### src/rtl/tcw_pkg.sv
// Shared constants, codes and controller/datapath types for the text console writer.
// No dependencies; every other file of the block imports this package.
package tcw_pkg;

  localparam int COLUMNS    = 80;
  localparam int ROWS       = 25;
  localparam int CELL_COUNT = ROWS * COLUMNS;

  localparam int ACT_W  = 2;
  localparam int CHAR_W = 8;
  localparam int ATTR_W = 8;
  localparam int ADDR_W = 11;
  localparam int CELL_W = 16;
  localparam int ROW_W  = 5;
  localparam int COL_W  = 7;

  localparam logic [ACT_W-1:0] ACT_PUT   = 2'd0;
  localparam logic [ACT_W-1:0] ACT_CLEAR = 2'd1;
  localparam logic [ACT_W-1:0] ACT_READ  = 2'd2;

  localparam logic [CHAR_W-1:0] NEWLINE_CHAR = 8'h0A;
  localparam logic [CHAR_W-1:0] SPACE_CHAR   = 8'h20;
  localparam logic [ATTR_W-1:0] RESET_ATTR   = 8'h0F;

  // Datapath operations issued by the controller, one per cycle.
  typedef enum logic [2:0] {
    DP_NONE,
    DP_ACCEPT,
    DP_PUT,
    DP_HOME,
    DP_FILL,
    DP_COPY,
    DP_RESULT
  } dp_op_e;

  typedef struct packed {
    dp_op_e op;
    logic   init_fill;
  } dp_cmd_t;

  typedef struct packed {
    logic [ACT_W-1:0] action;
    logic             will_scroll;
    logic             fill_last;
    logic             copy_last;
  } dp_status_t;

endpackage

### src/rtl/tcw_ctrl.sv
// Controller of the text console writer: sequences each request and the long screen sweeps.
// Depends on tcw_pkg; drives tcw_datapath through commands and reads its status.
module tcw_ctrl import tcw_pkg::*; (
  input  logic       clk_i,
  input  logic       rst_ni,
  input  logic       in_valid_i,
  output logic       in_ready_o,
  output logic       out_valid_o,
  input  logic       out_ready_i,
  input  dp_status_t status_i,
  output dp_cmd_t    cmd_o
);

  typedef enum logic [2:0] {
    S_INIT,
    S_IDLE,
    S_DISPATCH,
    S_CLEAR,
    S_COPY,
    S_DRAIN,
    S_BLANK,
    S_RESULT
  } state_e;

  state_e state_q, state_d;
  logic   out_valid_q;

  always_comb begin
    cmd_o      = '{op: DP_NONE, init_fill: 1'b0};
    state_d    = state_q;
    in_ready_o = (state_q == S_IDLE);
    case (state_q)
      S_INIT: begin
        cmd_o.op        = DP_FILL;
        cmd_o.init_fill = 1'b1;
        if (status_i.fill_last) begin
          state_d = S_IDLE;
        end
      end
      S_IDLE: begin
        if (in_valid_i) begin
          cmd_o.op = DP_ACCEPT;
          state_d  = S_DISPATCH;
        end
      end
      S_DISPATCH: begin
        case (status_i.action)
          ACT_PUT: begin
            cmd_o.op = DP_PUT;
            state_d  = status_i.will_scroll ? S_COPY : S_RESULT;
          end
          ACT_CLEAR: begin
            cmd_o.op = DP_HOME;
            state_d  = S_CLEAR;
          end
          default: begin
            state_d = S_RESULT;
          end
        endcase
      end
      S_CLEAR: begin
        cmd_o.op = DP_FILL;
        if (status_i.fill_last) begin
          state_d = S_RESULT;
        end
      end
      S_COPY: begin
        cmd_o.op = DP_COPY;
        if (status_i.copy_last) begin
          state_d = S_DRAIN;
        end
      end
      S_DRAIN: begin
        state_d = S_BLANK;
      end
      S_BLANK: begin
        cmd_o.op = DP_FILL;
        if (status_i.fill_last) begin
          state_d = S_RESULT;
        end
      end
      S_RESULT: begin
        if (!out_valid_q || out_ready_i) begin
          cmd_o.op = DP_RESULT;
          state_d  = S_IDLE;
        end
      end
      default: begin
        state_d = S_IDLE;
      end
    endcase
  end

  always_ff @(posedge clk_i or negedge rst_ni) begin
    if (!rst_ni) begin
      state_q     <= S_INIT;
      out_valid_q <= 1'b0;
    end else begin
      state_q <= state_d;
      if (cmd_o.op == DP_RESULT) begin
        out_valid_q <= 1'b1;
      end else if (out_ready_i) begin
        out_valid_q <= 1'b0;
      end
    end
  end

  assign out_valid_o = out_valid_q;

  a_no_result_overwrite: assert property (@(posedge clk_i) disable iff (!rst_ni)
    cmd_o.op == DP_RESULT |-> !out_valid_q || out_ready_i)
    else $error("result register overwritten before it was taken");

  a_no_accept_in_init: assert property (@(posedge clk_i) disable iff (!rst_ni)
    state_q == S_INIT |-> !in_ready_o)
    else $error("request accepted during the clearing pass");

  a_result_follows: assert property (@(posedge clk_i) disable iff (!rst_ni)
    cmd_o.op == DP_RESULT |=> out_valid_q && state_q == S_IDLE)
    else $error("result not presented after loading");

endmodule

### config.mk
export PLATFORM = sky130hd
export DESIGN_NAME = tcw_ctrl
export DESIGN_NICKNAME = d
export VERILOG_FILES = /design/src/rtl/tcw_pkg.sv /design/src/rtl/tcw_ctrl.sv
export SDC_FILE = /design/constraint.sdc
export NUM_CORES = 1
export LEC_CHECK = 0
export BUFFER_PORTS_ARGS = -buffer_cell sky130_fd_sc_hd__clkbuf_2
export CORE_AREA = 5 5 42 44
export DETAILED_ROUTE_END_ITERATION = 8
export DIE_AREA = 0 0 47 49
export SLEW_MARGIN = 20
export SYNTH_ARGS = -nofsm -noshare
export SYNTH_HDL_FRONTEND = slang
export SYNTH_SLANG_ARGS = --single-unit
### constraint.sdc
create_clock -name clk_i -period 1.7 [get_ports clk_i]
set_clock_uncertainty 0.2 [all_clocks]
set_input_delay 0.34 -clock clk_i [delete_from_list [all_inputs] [get_ports clk_i]]
set_output_delay 0.34 -clock clk_i [all_outputs]
set_load 0.005 [all_outputs]
# Word-level counts from Yosys, hierarchy flattened
# Cells that the tools add are included.
dict set report totals {
  output_inout_bits 6
  reg_bits 4
  word_cells 39
  in_bits 9
}
dict set report op_classes {
  mux 15
  n_eq_ne 14
  reduce_logical 8
}
# cell n
set ops {}
lappend ops {{3-bit case mux with 7 select lines} 1}
lappend ops {{3-bit 2-to-1 mux} 6}
lappend ops {{3-bit equality test, second input constant} 5}
lappend ops {{3-bit case mux with 5 select lines} 1}
lappend ops {{2-bit inequality test, second input constant} 4}
lappend ops {{3-bit by 2-bit equality test with 1-bit output, second input constant} 2}
lappend ops {{3-bit case mux with 2 select lines} 1}
lappend ops {{5-bit AND reduction} 1}
lappend ops {{1-bit 2-to-1 mux} 4}
lappend ops {{2-bit case mux with 2 select lines} 1}
lappend ops {{3-bit by 1-bit equality test with 1-bit output, second input constant} 1}
lappend ops {{3-bit zero test} 1}
lappend ops {{3-bit OR reduction} 1}
lappend ops {{2-bit by 1-bit equality test with 1-bit output, second input constant} 1}
lappend ops {{2-bit zero test} 1}
lappend ops {{2-bit 2-to-1 mux} 1}
lappend ops {{2-bit by 1-bit inequality test with 1-bit output, second input constant} 1}
lappend ops {{2-bit nonzero test} 1}
lappend ops {{2-bit OR reduction} 1}
lappend ops {{1-bit zero test} 1}
lappend ops {{1-bit logical OR} 1}

# Logic depth before layout (Yosys ltp)
# Gate-level depths: netlist of the first run.
dict set report depth {
  depth_word 6
  mapped_depth 4
  mapped_depth_nobuf 3
}

# Least setup slack after synthesis of the first run
# No wires, ideal clock.
dict set report synth_timing {
  kind {register to output}
  start {register state_q[2]}
  end {output cmd_o[1] (netlist name)}
  path_slack_ps 239
  n_path_buf 1
  arrival_time_ps 921
  required_time_ps 1160
  path_stages_with_launch 5
  cell_sequence {dfrtp_1 buf_4 nor3b_2 nand2_1 o21ai_0}
}
# item line
set synth_lines {}
lappend synth_lines {{from (decl)} tcw_ctrl.sv:25} ;# state_e state_q, state_d;
lappend synth_lines {{from (signal assigned)} tcw_ctrl.sv:99} ;# state_q <= state_d;
lappend synth_lines {{to (decl)} tcw_ctrl.sv:11} ;# output dp_cmd_t cmd_o

==> results of run 1 <==
==> power by group through the flow <==
stage               registers [mW]  clock network (mW)  logic (mW)
finish                       0.235               0.118       0.492
CTS                          0.227               0.124       0.475
global route                 0.248               0.133       0.558
detailed placement           0.231                   0       0.409
floorplan                    0.187                   0       0.319
global placement             0.229                   0       0.407
==> sequential cells by signal, indices dropped and copies added (netlist names) <==
register and flops:
out_valid_o 1, state_q 3
==> per-stage QoR <==
stage          instance area [µm²]  power [mW]
6_report                       489       0.845
5_1_grt                        489       0.939
4_1_cts                        475       0.825
3_5_place_dp                   415       0.640
3_3_place_gp                   415       0.637
2_1_floorplan                  327       0.506
==> repair_timing <==
item | CTS | global route
cloned | 0 | 0
hold buffers | 1 | 0
endpoints found under the hold margin | 4 | 0
buffers inserted | 2 | 0
gates resized for setup | 7 | 9
endpoints found under the setup margin | 3 | 7
pin swaps | 2 | 5
==> worst max path at each step <==
| stage | end | start | cells after the start |
|---|---|---|---|
| finish | cmd_o[1] | state_q[2] | 4 |
| global route | cmd_o[1] | state_q[2] | 4 |
| CTS | cmd_o[1] | state_q[2] | 4 |
| detailed placement | cmd_o[1] | state_q[2] | 4 |
| global placement | cmd_o[1] | state_q[2] | 4 |
| floorplan | cmd_o[1] | state_q[2] | 4 |
==> area by class of cell <==
class / instances / area share, %
clock buffer: 3 / 4.60
tap: 16 / 4.09
inverter: 1 / 0.767
multi-input combinational: 32 / 44.5
timing repair buffer: 20 / 24.8
sequential: 4 / 21.2
==> routing by layer <==
metal	GRT usage (%)	wire length, µm	vias up
met5	0	0	-
met4	2.76	0	0
met3	5.90	71	0
met2	11.8	366	15
met1	12.6	416	167
li1	-	-	189
==> worst max-delay path, stage by stage (launching register included) <==
cell     delay, ps
dfrtp_2        460
nor3b_2        220
nand2_1         60
o21ai_1         60
buf_2          120
==> cells by family after synthesis <==
group	count (synthesis)	synth area share, %
mux	1	3.07
compound gates	13	25.3
simple gates	18	32.6
buf+inv	4	8.43
flops	4	30.7
==> cells in the final DEF, fill, tap and decap left out, drive strengths merged <==
cell type / instances
inv: 1
nor2: 2
o21ai: 3
a22o: 1
nor3: 2
buf: 8
nor4: 1
o211ai: 2
mux2i: 1
dlygate4sd3: 1
nand2: 3
or3: 1
a31oi: 2
nor2b: 3
nand2b: 2
o211a: 1
dfrtp: 4
nand3: 1
a21oi: 3
o22ai: 1
nor3b: 2
or3b: 1
clkbuf: 14
==> impl_metrics.csv, run 1 <==
group,metric,value,unit
critical_path,r2r_slack,90,ps
final_layout,multi_input_area,218,µm²
final_layout,syn2layout_area_growth,49.8,%
global_route,grt_first_pass_wirelength,1.55,mm
route,drt_iter0_drc,10,
die,core-area,1400,µm²
clock_network,clk_pin_slew,40,ps
place,io_buffer_count,14,
synth,synth_cell_types,25,
job,maxCapViolCount,0,
route,first_pass_iters,4,
final_layout,fillerInstances,163,
critical_path,worstPathArrival,1150,ps
synth,synth_commonest_cells,"dfrtp_1, a21oi_1, nand2_1, nor2b_1",
route,num_vias,371,
timing,finalSetupViolCount,0,
synth,async_flop_share,100,%
status,outcome,"finished, final reports clean",
critical_path,crit_fanout,7,
timing,fmax,0.591,GHz
worst_hold_path,holdPathStages,3,
clock_network,cts_tree,"built",
synth,yosys.area.top_type_share,30.7,%
die,fp.dieH,49,µm
worst_hold_path,min_to,"state_q[0]",
synth,syn_nets,49,
synth,synth_most_common_cell,"dfrtp_1",
global_route,overflow,0,
clock_network,clkLatencyLatePin,230,ps
die,io_pins,15,
timing,worst_slew_pin_slew,303,ps
timing,timing.final.crit_share,99.6,%
route,final_antenna_net_count,0,
power_and_ir_drop,p_sw,343,µW
power_and_ir_drop,seqPwrFrac,27.8,%
synth,synth_top_cell_by_area,"dfrtp_1",
power_and_ir_drop,switching_share,40.7,%
synth,netlist_area,327,µm²
final_layout,finalNetCount,71,
power_and_ir_drop,combinationalPowerShare,58.2,%
final_layout,drive_above_1_share,50.0,%
critical_path,r2r_start,"state_q[0]",
clock_network,numCtsBuffers,3,
worst_hold_path,min_from,"status_i[2]",
die,rows,14,
clock_network,cts_sinks,4,
synth,netlist_top_cells_area,"dfrtp_1, nor2b_1, a21oi_1",
route,drcViolationCount,0,
critical_path,crit_path_start_kind,"flop",
global_route,grt_usage,9.24,%
worst_hold_path,hold_class,"input port to flop",
clock_network,clockBufferDepth,2,
place,gp_congestion,0.771,
final_layout,fin_util,34.9,%
place,place_inst,70,
synth,synthCells,40,
clock_network,cts-root-buf,"clkbuf_4",
clock_network,htreeDepth,1,
power_and_ir_drop,clock_power_share,14.0,%
synth,synth.avg_cell_area,8.16,µm²
critical_path,path_class,"flop to output pin",
power_and_ir_drop,peakVddDrop,0.691,mV
place,post-dp-hpwl,652,µm
timing,max_slew_margin,79.7,%
timing,rsz0062_at_grt,"true",
place,dpl_worst_slack,150,ps
critical_path,reg2reg_depth,5,
critical_path,required,1160,ps
critical_path,timing.rr.end,"state_q[2]",
power_and_ir_drop,power.leakage,0.220,nW
timing,timing.hold.ws,224,ps
route,routedWlPerCell,11.2,µm
final_layout,ff_latch_area,104,µm²
synth,yosysSeqAreaShare,30.7,%
power_and_ir_drop,powerDensity,1730,nW/µm²
timing,hold_viol,0,
final_layout,n_antenna_cell,0,
timing,fin_tns_setup,0,ps
timing,min_period,1690,ps
final_layout,final_cells,76,
die,die_w,47,µm
timing,final-max-slew-violation-count,0,
power_and_ir_drop,intPower,501,µW
route,wirelength,854,µm
timing,worst_slack,7.08,ps
global_route,grt_pass1_vias,383,
die,start_util,23.3,%
global_route,antenna_found_initial,0,
synth,ys.warnings.count,0,
synth,synth-edff-count,0,
synth,ys.flop_type,"dfrtp_1",
route,vias_per_cell,4.88,
die,dieArea,2300,µm²
synth,synth-seq-cells,4,
critical_path,end_kind,"output pin",
global_route,grt_max_degree,8,
Note: power is estimated with default switching activity, not from simulation.
==> run 2: changes to the inputs <==
==> constraint.sdc (replaced) <==
create_clock -name clk_i -period 1.9 [get_ports clk_i]
set_clock_uncertainty 0.2 [all_clocks]
set_input_delay 0.38 -clock clk_i [delete_from_list [all_inputs] [get_ports clk_i]]
set_output_delay 0.38 -clock clk_i [all_outputs]
set_load 0.005 [all_outputs]
==> impl_metrics.csv, run 2 (synthesis gave the netlist of run 1 again) <==
group,metric,value,unit
critical_path,r2r_start,"state_q[2]",
critical_path,end_kind,"output pin",
critical_path,r2r_slack,370,ps
route,final_antenna_net_count,0,
route,wirelength,787,µm
final_layout,final_cells,73,
final_layout,layout_common_cells,"clkbuf_2, nor2b_1, nand2_1, a21oi_1, clkbuf_4",
power_and_ir_drop,p_sw,276,µW
final_layout,fin_util,32.0,%
die,rows,14,
route,vias_per_cell,4.81,
final_layout,top_register,"state_q",
final_layout,multi_input_area,204,µm²
timing,hold_viol,0,
route,num_vias,351,
clock_network,cts-root-buf,"clkbuf_4",
final_layout,syn2layout_area_growth,37.2,%
final_layout,fillerInstances,164,
global_route,antenna_found_initial,0,
critical_path,path_class,"flop to output pin",
place,gp_congestion,0.732,
worst_hold_path,hold_class,"input port to flop",
route,routedWlPerCell,10.8,µm
power_and_ir_drop,power.leakage,0.200,nW
global_route,grt_max_degree,17,
critical_path,crit_start,"state_q[2]",
critical_path,crit_chain,"buf_4 -> nor3b_1 -> a21oi_1 -> clkbuf_2",
global_route,grt_pass1_vias,302,
critical_path,crit_cells,4,
timing,finalSetupViolCount,0,
critical_path,crit_fanout,15,
timing,rsz0062_at_grt,"false",
power_and_ir_drop,clock_power_share,16.3,%
final_layout,n_antenna_cell,0,
die,dieArea,2300,µm²
final_layout,final_common_cell,"clkbuf_2",
die,fp.dieH,49,µm
timing,timing.final.crit_share,95.0,%
critical_path,critical_path.max_stage_delay,490,ps
clock_network,clockBufferDepth,2,
job,maxCapViolCount,0,
power_and_ir_drop,combinationalPowerShare,49.2,%
die,die_w,47,µm
place,post-dp-hpwl,629,µm
timing,min_period,1800,ps
power_and_ir_drop,intPower,389,µW
critical_path,slowest_stage,"dfrtp_2",
timing,fmax,0.554,GHz
critical_path,crit_path_start_kind,"flop",
timing,fin_tns_setup,0,ps
place,io_buffer_count,14,
critical_path,reg2reg_depth,3,
final_layout,ff_latch_area,103,µm²
power_and_ir_drop,powerDensity,1480,nW/µm²
timing,max_slew_margin,72.3,%
clock_network,htreeDepth,1,
power_and_ir_drop,peakVddDrop,0.684,mV
critical_path,worstPathArrival,1220,ps
global_route,grt_first_pass_wirelength,1.26,mm
global_route,grt_usage,7.56,%
route,first_pass_iters,4,
clock_network,clkLatencyLatePin,240,ps
final_layout,finalNetCount,68,
critical_path,path_delay_family,"flip-flops",
die,core-area,1400,µm²
final_layout,largest_reg_flops,3,
clock_network,clk_pin_slew,40,ps
final_layout,drive_above_1_share,40.4,%
status,outcome,"finished, final reports clean",
die,io_pins,15,
route,drt_iter0_drc,4,
route,drcViolationCount,0,
critical_path,required,1320,ps
timing,worst_slew_pin_slew,412,ps
power_and_ir_drop,switching_share,41.5,%
clock_network,cts_sinks,4,
power_and_ir_drop,finalPower,665,µW
global_route,overflow,0,
clock_network,numCtsBuffers,3,
critical_path,cp_num_buf_inv,2,
power_and_ir_drop,seqPwrFrac,34.5,%
place,place_inst,68,
timing,final-max-slew-violation-count,0,
die,start_util,23.3,%
critical_path,timing.rr.end,"state_q[1]",
critical_path,crit_end,"cmd_o[3]",
clock_network,cts_tree,"built",
-- run 2: layer usage --
metal / track usage (%) / wire length (µm) / vias to the layer above
met4: 5.53 / 15 / 0
met2: 9.50 / 323 / 16
met3: 2.21 / 70 / 3
met5: 0 / 0 / -
li1: - / - / 180
met1: 10.4 / 378 / 152
-- run 2: how the worst min path moves through the flow --
stage / start / end / slack (ps) / depth (start not counted)
after global routing: status_i[2] / state_q[0] / 270 / 3
final: status_i[2] / state_q[0] / 260 / 3
after global placement: rst_ni / state_q[1] / -7 / 1
after detailed placement: rst_ni / state_q[0] / -8 / 1
after CTS: status_i[2] / state_q[0] / 260 / 3
after floorplan: rst_ni / out_valid_o / -120 / 0
-- run 2: tightest hold or removal path, cell delays in order --
cell and delay (ps):
clkbuf_2 90, a22o_1 110, mux2i_1 60
-- run 2: layout make-up --
class / count / share of cell area [%]
clock buffers: 3 / 5.03
inverters: 1 / 0.838
repair buffers: 17 / 21.2
multi-input cells: 32 / 45.5
well taps: 16 / 4.47
flip-flops and latches: 4 / 22.9
-- run 2: through the flow --
stage / instance area, µm² / worst slack (ps) / hold WS (ps)
final: 448 / 95.3 / 256
after global routing: 448 / 2.60 / 271
after CTS: 434 / 54.5 / 259
after detailed placement: 400 / 209 / -7.99
after global placement: 400 / 238 / -7.49
after floorplan: 327 / 399 / -116
-- run 2: timing repair --
action,CTS,global route
endpoints found under the setup margin,3,3
resized for setup,1,2
setup buffers,0,1
endpoints found under the hold margin,4,0
hold buffers,1,0
-- run 2: power groups by stage --
stage	clock [mW]	sequential (mW)	combinational (mW)
floorplan	0	0.168	0.285
global placement	0	0.222	0.314
detailed placement	0	0.226	0.312
CTS	0.113	0.228	0.316
global route	0.117	0.243	0.376
finish	0.108	0.230	0.327
